==> src/rtl/ypc_pkg.sv <==
// Shared constants, types and tables of the camera update unit.
package ypc_pkg;

   // Configuration register indexes.
   localparam logic [2:0] CSR_MOVE_SPEED  = 3'd0;
   localparam logic [2:0] CSR_LOOK_SENS   = 3'd1;
   localparam logic [2:0] CSR_WORLD_UP_X  = 3'd2;
   localparam logic [2:0] CSR_WORLD_UP_Y  = 3'd3;
   localparam logic [2:0] CSR_WORLD_UP_Z  = 3'd4;

   // Event kinds.
   localparam logic OP_MOVE = 1'b0;
   localparam logic OP_LOOK = 1'b1;

   // Move directions.
   localparam logic [2:0] DIR_LEFT     = 3'd0;
   localparam logic [2:0] DIR_RIGHT    = 3'd1;
   localparam logic [2:0] DIR_FORWARD  = 3'd2;
   localparam logic [2:0] DIR_BACKWARD = 3'd3;
   localparam logic [2:0] DIR_UP       = 3'd4;
   localparam logic [2:0] DIR_DOWN     = 3'd5;

   // Angles in Q16 degrees.
   localparam logic [24:0] YAW_RESET     = 25'd17694720;
   localparam logic [33:0] YAW_MOD       = 34'd23592960;
   localparam logic [33:0] YAW_MOD_TOP   = 34'd3019898880;
   localparam logic signed [35:0] PITCH_LIM = 36'sd5832704;
   localparam logic signed [26:0] DEG90  = 27'sd5898240;
   localparam logic signed [26:0] DEG180 = 27'sd11796480;
   localparam logic signed [26:0] DEG360 = 27'sd23592960;

   // CORDIC start value in Q2.30 and unit length in Q1.14.
   localparam logic signed [33:0] CORDIC_X0 = 34'sd652032874;
   localparam logic signed [15:0] ONE_Q14   = 16'sd16384;

   // Request into the normalizer.
   typedef struct packed {
      logic             start;
      logic [62:0]      sum;
      logic [2:0][31:0] mag;
      logic [2:0]       neg;
   } norm_req_type;

   // Answer from the normalizer.
   typedef struct packed {
      logic             done;
      logic [2:0][15:0] vec;
   } norm_rsp_type;

   // Arctangent of 2^-i in Q16 degrees.
   function automatic logic signed [25:0] atan_deg(input logic [3:0] i);
      logic signed [25:0] v;
      case (i)
         4'd0:    v = 26'sd2949120;
         4'd1:    v = 26'sd1740967;
         4'd2:    v = 26'sd919879;
         4'd3:    v = 26'sd466945;
         4'd4:    v = 26'sd234379;
         4'd5:    v = 26'sd117304;
         4'd6:    v = 26'sd58666;
         4'd7:    v = 26'sd29335;
         4'd8:    v = 26'sd14668;
         4'd9:    v = 26'sd7334;
         4'd10:   v = 26'sd3667;
         4'd11:   v = 26'sd1833;
         4'd12:   v = 26'sd917;
         4'd13:   v = 26'sd458;
         4'd14:   v = 26'sd229;
         default: v = 26'sd115;
      endcase
      return v;
   endfunction

endpackage

==> src/rtl/ypc_norm.sv <==
// Vector normalizer: bit-pair square root, then one restoring divide per component.
module ypc_norm (
   input  logic                  clock,
   input  logic                  reset,
   input  ypc_pkg::norm_req_type req,
   output ypc_pkg::norm_rsp_type rsp
);
   import ypc_pkg::*;

   typedef enum logic [2:0] {
      N_IDLE = 3'b001,
      N_SQRT = 3'b010,
      N_DIV  = 3'b100
   } nstate_type;

   nstate_type       state_ff, state_in;
   logic [62:0]      n_ff, n_in, r_ff, r_in, b_ff, b_in;
   logic [4:0]       cnt_ff, cnt_in;
   logic [1:0]       comp_ff, comp_in;
   logic [46:0]      num_ff, num_in, dv_ff, dv_in;
   logic [14:0]      q_ff, q_in;
   logic [2:0][31:0] mag_ff, mag_in;
   logic [2:0]       neg_ff, neg_in;
   logic [2:0][15:0] vec_ff, vec_in;
   logic             done_ff, done_in;

   logic [63:0] trial;
   logic [31:0] len;
   logic [14:0] q_fin;
   logic [14:0] q_sat;

   assign len = r_ff[31:0];

   // Sequencer for the root and the three quotients.
   always_comb begin
      state_in = state_ff;
      n_in     = n_ff;
      r_in     = r_ff;
      b_in     = b_ff;
      cnt_in   = cnt_ff;
      comp_in  = comp_ff;
      num_in   = num_ff;
      dv_in    = dv_ff;
      q_in     = q_ff;
      mag_in   = mag_ff;
      neg_in   = neg_ff;
      vec_in   = vec_ff;
      done_in  = 1'b0;
      trial    = {1'b0, r_ff} + {1'b0, b_ff};
      q_fin    = {q_ff[13:0], (num_ff >= dv_ff)};
      q_sat    = (q_fin > 15'd16384) ? 15'd16384 : q_fin;
      unique case (state_ff)
         N_IDLE: begin
            if (req.start) begin
               n_in     = req.sum;
               r_in     = '0;
               b_in     = {1'b1, 62'b0};
               mag_in   = req.mag;
               neg_in   = req.neg;
               cnt_in   = '0;
               state_in = N_SQRT;
            end
         end
         N_SQRT: begin
            if ({1'b0, n_ff} >= trial) begin
               n_in = n_ff - trial[62:0];
               r_in = (r_ff >> 1) + b_ff;
            end else begin
               r_in = r_ff >> 1;
            end
            b_in   = b_ff >> 2;
            cnt_in = cnt_ff + 5'd1;
            if (cnt_ff == 5'd31) begin
               cnt_in   = '0;
               comp_in  = '0;
               state_in = N_DIV;
            end
         end
         N_DIV: begin
            if (cnt_ff == 5'd0) begin
               // Load numerator with rounding term and the top divisor.
               num_in = {1'b0, mag_ff[comp_ff], 14'b0} + {16'b0, len[31:1]};
               dv_in  = {1'b0, len, 14'b0};
               q_in   = '0;
               cnt_in = 5'd1;
            end else begin
               if (num_ff >= dv_ff) begin
                  num_in = num_ff - dv_ff;
               end
               q_in   = q_fin;
               dv_in  = dv_ff >> 1;
               cnt_in = cnt_ff + 5'd1;
               if (cnt_ff == 5'd15) begin
                  if (len == '0) begin
                     vec_in[comp_ff] = '0;
                  end else if (neg_ff[comp_ff]) begin
                     vec_in[comp_ff] = -{1'b0, q_sat};
                  end else begin
                     vec_in[comp_ff] = {1'b0, q_sat};
                  end
                  cnt_in = '0;
                  if (comp_ff == 2'd2) begin
                     done_in  = 1'b1;
                     state_in = N_IDLE;
                  end else begin
                     comp_in = comp_ff + 2'd1;
                  end
               end
            end
         end
         default: state_in = N_IDLE;
      endcase
   end

   always_ff @(posedge clock) begin
      if (reset) begin
         state_ff <= N_IDLE;
         done_ff  <= 1'b0;
         cnt_ff   <= '0;
         comp_ff  <= '0;
      end else begin
         state_ff <= state_in;
         done_ff  <= done_in;
         cnt_ff   <= cnt_in;
         comp_ff  <= comp_in;
      end
      n_ff   <= n_in;
      r_ff   <= r_in;
      b_ff   <= b_in;
      num_ff <= num_in;
      dv_ff  <= dv_in;
      q_ff   <= q_in;
      mag_ff <= mag_in;
      neg_ff <= neg_in;
      vec_ff <= vec_in;
   end

   assign rsp.done = done_ff;
   assign rsp.vec  = vec_ff;

endmodule

==> config.mk <==
export PLATFORM = sky130hd
export DESIGN_NAME = ypc_norm
export DESIGN_NICKNAME = d
export VERILOG_FILES = /design/src/rtl/ypc_pkg.sv /design/src/rtl/ypc_norm.sv
export SDC_FILE = /design/constraint.sdc
export NUM_CORES = 1
export LEC_CHECK = 0
export ABC_AREA = 0
export BUFFER_PORTS_ARGS = -buffer_cell sky130_fd_sc_hd__buf_4
export CAP_MARGIN = 20
export CELL_PAD_IN_SITES_DETAIL_PLACEMENT = 0
export CELL_PAD_IN_SITES_GLOBAL_PLACEMENT = 2
export CORE_UTILIZATION = 36
export CTS_BUF_LIST = sky130_fd_sc_hd__clkbuf_8
export DETAILED_ROUTE_END_ITERATION = 6
export PLACE_DENSITY_LB_ADDON = 0.15
export SYNTH_ARGS = -nofsm -noshare
export SYNTH_HDL_FRONTEND = slang
export SYNTH_SLANG_ARGS = --single-unit
==> constraint.sdc <==
create_clock -name clock -period 8.6 [get_ports clock]
set_input_delay 1.29 -clock clock [delete_from_list [all_inputs] [get_ports clock]]
set_output_delay 1.29 -clock clock [all_outputs]
set_load 0.05 [all_outputs]
==> metrics.txt <==
Detailed Routing Iterations Pass 1=5; part of the power in combinational logic=30.7%; die span in x=287 µm; fmax=132 MHz; row count=104; H-tree levels=3; initial antenna violation count=3; Slew @ Worst Pin=966 ps; critical path fanouts, max=30; combinational family with the most area after synthesis=compound AO/OA/AOI/OAI gates; Tmin final=7570 ps; Worst Path Required=8950 ps; Switching Fraction=36.0%; Leak=12.8 nW; Most used DFF post-synth=edfxtp_1; vias per cell=5.51; Yosys warnings=0; fin. max-slew vios=0; Area after DPL=0.0318 mm²; Slowest-stage cell, CP=o21ai_4; ranking of synthesized cells by area=edfxtp_1, ha_1, nand2_1; RSZ-0062 raised after global routing=false; Iter 0 DRT Violations=1528; Top delay family on crit path=compound AO/OA/AOI/OAI gates; PnR Total Power=6.57 mW; Total Routing Usage GR=21.8%; Critical Path Sink Type=register; post-cts resize count=0; Initial Util=36.3%; cell area after synthesis=0.0292 mm²; Clock power frac=30.4%; Pint=4.21 mW; sw power=2.37 mW; Post-synth EDFFs=412; Die ar.=0.0823 mm²; Seq cells post-synth=423; via count=24.2k; share of the synthesized area in the top cell type=42.3%; syn_area_per_cell=9.44 µm²; Cell Pwr Density=197 mW/mm²; Synth-to-Final Area Change=14.2%; WS Path Type=register to register; Buf+Inv Stages, Crit Path=2; final WL=91700 µm; post-route cell area=0.0334 mm²; ys async rst share=0%; Core ar.=0.0804 mm²; Max clock buf depth=3; Cell Chain, Critical Path=ha_1, a31oi_1, o21bai_1, a221oi_2, a21oi_1, o21bai_2, o21ai_1, a211o_1, a21boi_0, xor2_1, ha_1, nand2_1, nor3_1, and3b_1, and3_1, nor3_1, a32oi_1, o21ai_2, buf_4, or2_1, o21ai_4, buf_4; register area share after synthesis=43.1%; crit path launch type=register; commonest cells after routing, fill and taps aside=edfxtp_1, nand2_1, o21ai_0; crit path DAT=7920 ps; post-synthesis mux area share=1.48%; Mapped Nets=3462; Slew headroom=35.6%; global placement routability congestion=0.917; drt drc=0; vias in the first global route=23.9k; IO Port Bufs=213; # IOs=214; commonest non-fill, non-tap cell in the layout=edfxtp_1; status=complete, no violations; CTS tree=built; total congestion overflow=0; setup total negative slack=0 ps; Reg power frac=38.9%; Post-Synth XOR/XNOR Area=7.44%; Clock Sinks=423; worst hold path class=register to register; # setup viols final=0; post-synthesis compound-gate area fraction=19.6%; # hold bufs at CTS=0; final period utilization=88.0%; Post-CTS Setup Repair Bufs=0; nets=3635; worst-skew pair later-pin latency=680 ps; die height=287 µm; CP max stage delay=610 ps; largest area contributor in the netlist=edfxtp_1; Clk Tree Root Cell=clkbuf_8; Clock Skew=39.9 ps; DP HPWL=68700 µm; Post-DRT Antenna Nets=0; Simple-Gate Fraction of Synth Area=16.0%; Util after Layout=41.5%; Netlist cell types=83; largest net degree at the start of global routing=90; layout cells sized above 1=12.4%; Final Hold Viols=0; Max Cap Violations=0; cells after synthesis=3094; per-cell routed wire length=20.8 µm; synthesized-area fraction occupied by adder cells=8.77%; Clk pin slew, worst setup/hold paths=60 ps; VDD IR max=112 µV; first-pass GRT wire length=139000 µm; Num CTS Buffers=83
## metrics by stage
step / cells / hold WS (ps) / worst slack [ps]
4_1_cts: 4395 / 518 / 1010
3_5_place_dp: 4240 / 511 / 1040
3_3_place_gp: 4240 / 483 / 1100
5_1_grt: 4398 / 559 / 527
2_1_floorplan: 3094 / 467 / 792
6_report: 4399 / 521 / 1030
## layer usage
metal	track usage, %	part of all wire [%]
met1	28.4	45
met2	36.1	47
met3	3.38	4.0
met4	8.46	3.8
met5	0	0
## worst min-delay path: cells and delay by family (launching register included)
kind / cells / cell delay [ps]
flip-flops: 1 / 330
AO/OA/AOI/OAI: 2 / 140
## Yosys cell counts, types with 71 or more instances
master,n
edfxtp_1,412
a21oi_1,204
a31oi_1,71
xnor2_1,129
nand2_1,360
inv_1,112
ha_1,200
clkbuf_1,111
nor2_1,259
xor2_1,119
o21ai_0,262
a21o_1,76
## cells by family (layout without fill, tap and decap cells)
kind of cell / count (synthesis) / in the layout
compound gates: 911 / 911
xor+xnor: 248 / 248
fa+ha+maj: 203 / 203
buf+inv: 262 / 505
flops: 423 / 423
mux: 43 / 43
other cells: 0 / 2
simple gates: 1004 / 1004
## layout make-up
cell class	count	area, µm²
fill	8027	47100
multi-input combinational	2409	15600
sequential	423	12600
timing repair buffer	238	1820
tap	1060	1330
clock buffer	84	1160
inverter	112	428
clock inverter	71	415
antenna	2	5.00
## registers in the layout (all words and copies together), names as in the netlist
register  count
comp_ff       2
r_ff         63
cnt_ff        5
num_ff       47
b_ff         32
neg_ff        3
dv_ff        46
state_ff      3
rsp          48
n_ff         63
done_ff       1
mag_ff       96
q_ff         14
## power groups by stage
stage / Sequential [mW] / Combinational [mW] / Clock [mW]
final: 2.56 / 2.02 / 2.00
after global routing: 2.57 / 2.23 / 2.15
after CTS: 2.56 / 2.02 / 2.07
after detailed placement: 2.60 / 2.00 / 0
after global placement: 2.60 / 2.01 / 0
after floorplan: 2.53 / 1.48 / 0
## path summary, 6_finish.rpt
kind                           from                endpoint  slack, ps  cells after the start
min          cnt_ff[3]$_SDFFE_PP0P_  cnt_ff[3]$_SDFFE_PP0P_        520                      2
min reg2reg  cnt_ff[3]$_SDFFE_PP0P_  cnt_ff[3]$_SDFFE_PP0P_        520                      2
max           r_ff[2]$_SDFFCE_PN0P_      n_ff[58]$_DFFE_PP_       1030                     22
max reg2reg   r_ff[2]$_SDFFCE_PN0P_      n_ff[58]$_DFFE_PP_       1030                     22
No activity file was read; power rests on OpenSTA's default activity.
